**src/nndc_pkg.sv**
```systemverilog
// Shared constants, codes and controller/datapath link types for the
// nearest-neighbour distance clamp. No dependencies.
package nndc_pkg;

   localparam int MAX_REF_POINTS = 1024;
   localparam int COORD_BITS     = 24;
   localparam int ADDR_BITS      = $clog2(MAX_REF_POINTS);
   localparam int CNT_BITS       = $clog2(MAX_REF_POINTS + 1);
   localparam int POINT_BITS     = 3 * COORD_BITS;
   localparam int SQ_BITS        = 2 * COORD_BITS + 2;
   localparam int ROOT_BITS      = SQ_BITS / 2;
   localparam int DIST_BITS      = 25;
   localparam int CSR_IDX_BITS   = 3;
   localparam int CSR_DATA_BITS  = 25;

   typedef enum logic [1:0] {
      MODE_CLEAR = 2'd0,
      MODE_LOAD  = 2'd1,
      MODE_QUERY = 2'd2
   } mode_type;

   typedef enum logic [CSR_IDX_BITS-1:0] {
      REG_BOX_MIN_X    = 3'd0,
      REG_BOX_MIN_Y    = 3'd1,
      REG_BOX_MIN_Z    = 3'd2,
      REG_BOX_MAX_X    = 3'd3,
      REG_BOX_MAX_Y    = 3'd4,
      REG_BOX_MAX_Z    = 3'd5,
      REG_MAX_DISTANCE = 3'd6
   } csr_reg_type;

   localparam logic signed [COORD_BITS-1:0] BOX_MIN_RESET = {1'b1, {(COORD_BITS-1){1'b0}}};
   localparam logic signed [COORD_BITS-1:0] BOX_MAX_RESET = {1'b0, {(COORD_BITS-1){1'b1}}};
   localparam logic [DIST_BITS-1:0]         MAX_DIST_RESET = {DIST_BITS{1'b1}};

   typedef struct packed {
      logic accept;
      logic query_start;
      logic scan_issue;
      logic sqrt_start;
      logic out_load;
   } nndc_cmd_type;

   typedef struct packed {
      logic skip;
      logic scan_last;
      logic pipe_busy;
      logic sqrt_done;
      logic out_busy;
   } nndc_status_type;

endpackage

```
**src/nndc_ctrl.sv**
```systemverilog
// Controller state machine: takes requests, sequences the scan, the square
// root and the response load. Depends on nndc_pkg.
module nndc_ctrl (
   input  logic                        clock,
   input  logic                        reset,
   input  logic                        req_valid,
   input  logic [1:0]                  req_mode,
   output logic                        req_ready,
   input  nndc_pkg::nndc_status_type   status,
   output nndc_pkg::nndc_cmd_type      cmd
);
   typedef enum logic [5:0] {
      ST_IDLE   = 6'b000001,
      ST_CHECK  = 6'b000010,
      ST_SCAN   = 6'b000100,
      ST_DRAIN  = 6'b001000,
      ST_SQRT   = 6'b010000,
      ST_FINISH = 6'b100000
   } state_type;

   state_type state_ff, state_in;

   always_comb begin
      state_in  = state_ff;
      req_ready = 1'b0;
      cmd       = '0;
      case (state_ff)
         ST_IDLE: begin
            req_ready  = 1'b1;
            cmd.accept = req_valid;
            if (req_valid && (req_mode == nndc_pkg::MODE_QUERY)) begin
               cmd.query_start = 1'b1;
               state_in        = ST_CHECK;
            end
         end
         ST_CHECK: begin
            state_in = status.skip ? ST_FINISH : ST_SCAN;
         end
         ST_SCAN: begin
            cmd.scan_issue = 1'b1;
            if (status.scan_last) begin
               state_in = ST_DRAIN;
            end
         end
         ST_DRAIN: begin
            // wait for the last point to reach the minimum
            if (!status.pipe_busy) begin
               cmd.sqrt_start = 1'b1;
               state_in       = ST_SQRT;
            end
         end
         ST_SQRT: begin
            if (status.sqrt_done) begin
               state_in = ST_FINISH;
            end
         end
         ST_FINISH: begin
            // hold until the response register is free
            if (!status.out_busy) begin
               cmd.out_load = 1'b1;
               state_in     = ST_IDLE;
            end
         end
         default: state_in = ST_IDLE;
      endcase
   end

   always_ff @(posedge clock) begin
      if (reset) begin
         state_ff <= ST_IDLE;
      end else begin
         state_ff <= state_in;
      end
   end

endmodule

```
**config.mk**
```make
export PLATFORM = sky130hd
export DESIGN_NAME = nndc_ctrl
export DESIGN_NICKNAME = d
export VERILOG_FILES = /design/src/nndc_pkg.sv /design/src/nndc_ctrl.sv
export SDC_FILE = /design/constraint.sdc
export NUM_CORES = 1
export LEC_CHECK = 0
export BUFFER_PORTS_ARGS = -buffer_cell sky130_fd_sc_hd__clkbuf_2
export CAP_MARGIN = 10
export CORE_AREA = 3 3 40 42
export DETAILED_ROUTE_END_ITERATION = 10
export DIE_AREA = 0 0 43 45
export SYNTH_ARGS = -nofsm -noshare
export SYNTH_HDL_FRONTEND = slang
export SYNTH_SLANG_ARGS = --single-unit
```
**constraint.sdc**
```tcl
create_clock -name clock -period 2 [get_ports clock]
set_input_delay 0.5 -clock clock [delete_from_list [all_inputs] [get_ports clock]]
set_output_delay 0.5 -clock clock [all_outputs]
set_load 0.01 [all_outputs]
```
# Yosys cells after proc, flatten, opt, wreduce, memory -nomap -nowiden
# Cells that the tools add are included.
word_totals:
  out_inout_bits: 6
  elab_cells: 30
  inputBits: 10
  ff_bits: 6
classes:
  mux: 15
  n_eq_ne: 12
  n_reduce_logical: 2
ops:
  columns: ["op", "count"]
  rows:
  - ["6-bit 2-to-1 mux", 6]
  - ["6-bit case mux with 6 select lines", 1]
  - ["2-bit != test (second input constant)", 5]
  - ["1-bit 2-to-1 mux", 7]
  - ["6-bit by 1-bit equality test with 1-bit output (second input constant)", 1]
  - ["6-bit by 2-bit equality test with 1-bit output (second input constant)", 1]
  - ["6-bit by 3-bit equality test with 1-bit output (second input constant)", 1]
  - ["6-bit by 4-bit equality test with 1-bit output (second input constant)", 1]
  - ["6-bit by 5-bit equality test with 1-bit output (second input constant)", 1]
  - ["6-bit equality test (second input constant)", 1]
  - ["5-bit AND reduction", 1]
  - ["2-bit equality test (second input constant)", 1]
  - ["2-bit 2-to-1 mux", 1]
  - ["1-bit logical AND", 1]

# Longest topological paths before layout
depth:
  ltp_word: 4
  mapped_depth: 5
  mapped_depth_nobuf: 4

# Worst setup path after synthesis
# No wires, ideal clock.
synth_path:
  kind: "register to output"
  from: "reg state_ff[4]"
  to: "out cmd[3] (netlist name)"
  path_stages_with_launch: 5
  t_required_ps: 1500
  path_slack_ps: 240
  n_path_buf: 1
  arrival_time_ps: 1260
  cell_sequence: "dfxtp_1 buf_2 nor4b_2 and3_1 and3b_1"
synth_rtl:
  columns: ["item", "line_no", "source"]
  rows:
  - ["start: declaration", "nndc_ctrl.sv:21", "state_type state_ff, state_in;"]
  - ["start signal: assignment", "nndc_ctrl.sv:72", "state_ff <= state_in;"]
  - ["end: declaration", "nndc_ctrl.sv:10", "output nndc_pkg::nndc_cmd_type cmd"]

==> run_results.csv <==
group,metric,value,unit
floorplanning,row_count,13,
cts,cts_tree,"yes",
cts,cts_buffers,3,
power_and_ir_drop,combPwrFrac,0.429,
worst_setup_path,crit_start,"state_ff[4]$_SDFFE_PP0P_",
worst_setup_path,slowest_stage,"or4_4",
cts,clk_pin_slew,40,ps
final_layout,drive_gt1_frac,0.475,
sta,setup_slack,26.4,ps
floorplanning,coreArea,1280,sq um
worst_setup_path,slowest_delay,510,ps
worst_setup_path,rr_worst_depth,6,
placed_design,gp_congestion,0.732,
synth,syn_inst,57,
global_route,grt_pass1_wl,1.98,mm
worst_hold_path,hp-class,"input pin to register",
synth,synth_top_family_by_area,"simple AND/OR/NAND/NOR gates",
worst_setup_path,r2r-start,"state_ff[4]$_SDFFE_PP0P_",
floorplanning,initial_core_util,0.374,
sta,rsz0062_at_grt,"true",
placed_design,dp.cells,88,
worst_setup_path,endpoint,"cmd[2]",
global_route,grt_usage,0.138,
sta,fin_worst_skew,2.74,ps
power_and_ir_drop,clkPwrFrac,0.230,
worst_setup_path,crit_fanout,8,
sta,drv_slew,0,
placed_design,dp_slack,179,ps
drt,drtIter0Drc,6,
cts,clock_sinks,6,
sta,period_share,0.987,
sta,fmax,507,MHz
synth,ys_seq_area_frac,0.250,
synth,syn_area,480,sq um
cts,cts_buffer_depth,2,
power_and_ir_drop,power.density,732,nW/um^2
synth,synth_warnings,0,
synth,synth-seq-cells,6,
synth,synth-adder-area-share,0,
floorplanning,die_width,43,um
drt,wl_per_cell,13.2,um
final_layout,reg_top3,"state_ff: 6 flops",
sta,fin_crit,1970,ps
synth,synth_compound_area_frac,0.135,
cts,h-tree-depth,1,
power_and_ir_drop,p_int,0.312,mW
sta,worstMarginPinSlew,447,ps
worst_setup_path,r2r_end,"state_ff[3]$_SDFFE_PP0P_",
final_layout,largest_register_ffs,6,
final_layout,syn2layout_area_growth,37.8,%
cts,cts_hold_buffers,0,
floorplanning,io_pins,16,
final_layout,diodes,0,
worst_setup_path,cp_cell_sequence,"or4_4 -> nor3b_4 -> buf_2",
drt,wirelength,1.26,mm
run,maxCapViolCount,0,
power_and_ir_drop,seqPwrFrac,0.341,
cts,cts_root_buf,"clkbuf_4",
drt,viasPerCell,5.47,
global_route,antenna_found_initial,0,
sta,setup_viol,0,
synth,synthesis.nets,67,
run_status,status,"completed",
worst_setup_path,critPathKind,"register to output port",
worst_setup_path,critPathLaunchType,"register",
global_route,grt_max_degree,10,
final_layout,regMostFlops,"state_ff",
synth,avgSynthCellArea,8.43,sq um
worst_setup_path,rrSetupSlack,490,ps
power_and_ir_drop,p_leak,0.296,nW
worst_setup_path,cp.required,1500,ps
placed_design,hpwl,932,um
synth,synthXorXnorAreaFrac,0.0182,
synth,synth_cell_type_count,32,
worst_setup_path,crit_path_end_kind,"output port",
sta,hold_ws,498,ps
global_route,gr-total-overflow,0,
cts,insertion_delay,240,ps
power_and_ir_drop,p_total,0.484,mW
worst_setup_path,critPathArrivalTime,1470,ps
synth,synth_mux_area_frac,0.0208,
drt,firstDrtPassIters,4,
global_route,grt_pass1_vias,468,
sta,slew_headroom,0.701,
synth,synth-simple-area-share,0.513,
sta,hold_viol,0,
drt,vias,520,
power_and_ir_drop,netSwitchingPower,0.172,mW
power_and_ir_drop,ir_drop,366,uV
floorplanning,die_area,1940,sq um
power_and_ir_drop,swShare,0.355,
drt,drc,0,
final_layout,final_nets,92,
placed_design,port_buffers,15,
final_layout,final_cells,95,
floorplanning,fp.dieH,45,um
drt,drtAntennaViolNets,0,
metal layers:
layer | track usage | routed length (um)
met5 | 0 | 0
met4 | 0.0301 | 14
met2 | 0.240 | 617
met3 | 0.0598 | 82
met1 | 0.159 | 542
stage by stage:
step / cell area [sq um] / TNS [ps] / util
2_1_floorplan: 480 / 0 / -
3_3_place_gp: 586 / 0 / 0.456
3_5_place_dp: 586 / 0 / 0.456
4_1_cts: 629 / 0 / 0.490
5_1_grt: 662 / -30.4 / 0.515
6_report: 662 / 0 / 0.515
Yosys cell counts:
cell,count,share of area
a21oi_1,2,0.021
a31oi_1,1,0.013
a31oi_2,1,0.026
and3_1,1,0.013
and3b_1,1,0.018
and3b_2,1,0.021
and4bb_2,1,0.026
buf_2,3,0.031
buf_6,1,0.023
dfxtp_1,6,0.25
inv_1,1,0.0078
mux2i_1,1,0.021
nand2_1,3,0.023
nand2b_1,1,0.013
nand2b_4,1,0.029
nand3_1,4,0.042
nand3b_1,3,0.047
nand4_1,1,0.013
nand4b_1,2,0.036
nor2_1,6,0.047
nor3_1,2,0.021
nor3b_1,2,0.031
nor3b_4,1,0.039
nor4_1,1,0.013
nor4_2,1,0.026
nor4b_2,1,0.031
o211ai_1,1,0.016
o21ai_0,2,0.021
o21ai_1,2,0.021
o32ai_1,1,0.018
or4_4,1,0.023
xor2_1,1,0.018
how the worst min path moves through the flow:
stage,startpoint,end,cells after the start
finish,status[2],state_ff[4]$_SDFFE_PP0P_,2
global route,status[2],state_ff[4]$_SDFFE_PP0P_,2
CTS,status[2],state_ff[4]$_SDFFE_PP0P_,2
detailed placement,state_ff[3]$_SDFFE_PP0P_,state_ff[2]$_SDFFE_PP0P_,2
global placement,state_ff[5]$_SDFFE_PP0P_,state_ff[2]$_SDFFE_PP0P_,2
floorplan,state_ff[1]$_SDFFE_PP0P_,state_ff[1]$_SDFFE_PP0P_,3
power by group through the flow:
| stage | clock network, mW | logic [mW] | registers (mW) |
|---|---|---|---|
| 2_1_floorplan | 0 | 0.140 | 0.146 |
| 3_3_place_gp | 0 | 0.185 | 0.158 |
| 3_5_place_dp | 0 | 0.184 | 0.158 |
| 4_1_cts | 0.115 | 0.195 | 0.159 |
| 5_1_grt | 0.118 | 0.226 | 0.168 |
| 6_report | 0.112 | 0.208 | 0.165 |
critical path, delay by kind of cell (launching register included):
kind / cells / cell delay, ps
and+or+nand+nor: 2 / 700
DFF: 1 / 380
buffers and inverters: 1 / 150
final cells by class:
type	instances	area, sq um
fill	125	623
multi-input combinational	46	348
timing repair buffer	24	143
sequential	6	126
clock buffer	3	22.5
tap	15	18.8
inverter	1	3.75
cell families after synthesis:
| logic type | count (synthesis) |
|---|---|
| AND/OR/NAND/NOR | 34 |
| AO/OA/AOI/OAI | 10 |
| flip-flops | 6 |
| buffers and inverters | 5 |
| XOR/XNOR | 1 |
| multiplexers | 1 |
cell usage in the layout, fill, tap and decap left out:
cell	count
nand3_1	4
o21ai_0	2
nand2_1	3
o21ai_1	2
a31oi_1	1
nor4_1	1
dfxtp_4	1
nand2b_1	1
and3_1	1
and3b_1	1
a21oi_1	2
nor4b_4	1
inv_1	1
clkbuf_2	14
nand4b_1	2
nand3b_1	3
o211ai_1	1
nand4_1	1
mux2i_1	1
nor2_1	6
buf_4	9
dfxtp_2	2
nor4_4	1
nor3_1	2
clkbuf_4	3
dfxtp_1	3
and3b_2	1
xor2_1	1
a31oi_2	1
o32ai_1	1
nor3b_4	1
nand2b_4	1
and4bb_2	1
buf_2	1
or4_4	1
nor3b_1	2
repair_timing:
item,4_1_cts,5_1_grt
pin swaps,1,1
buffers inserted,1,3
endpoints found under the setup margin,3,3
cloned,0,0
gates resized for setup,4,3
Power figures use the tool's default switching activity.
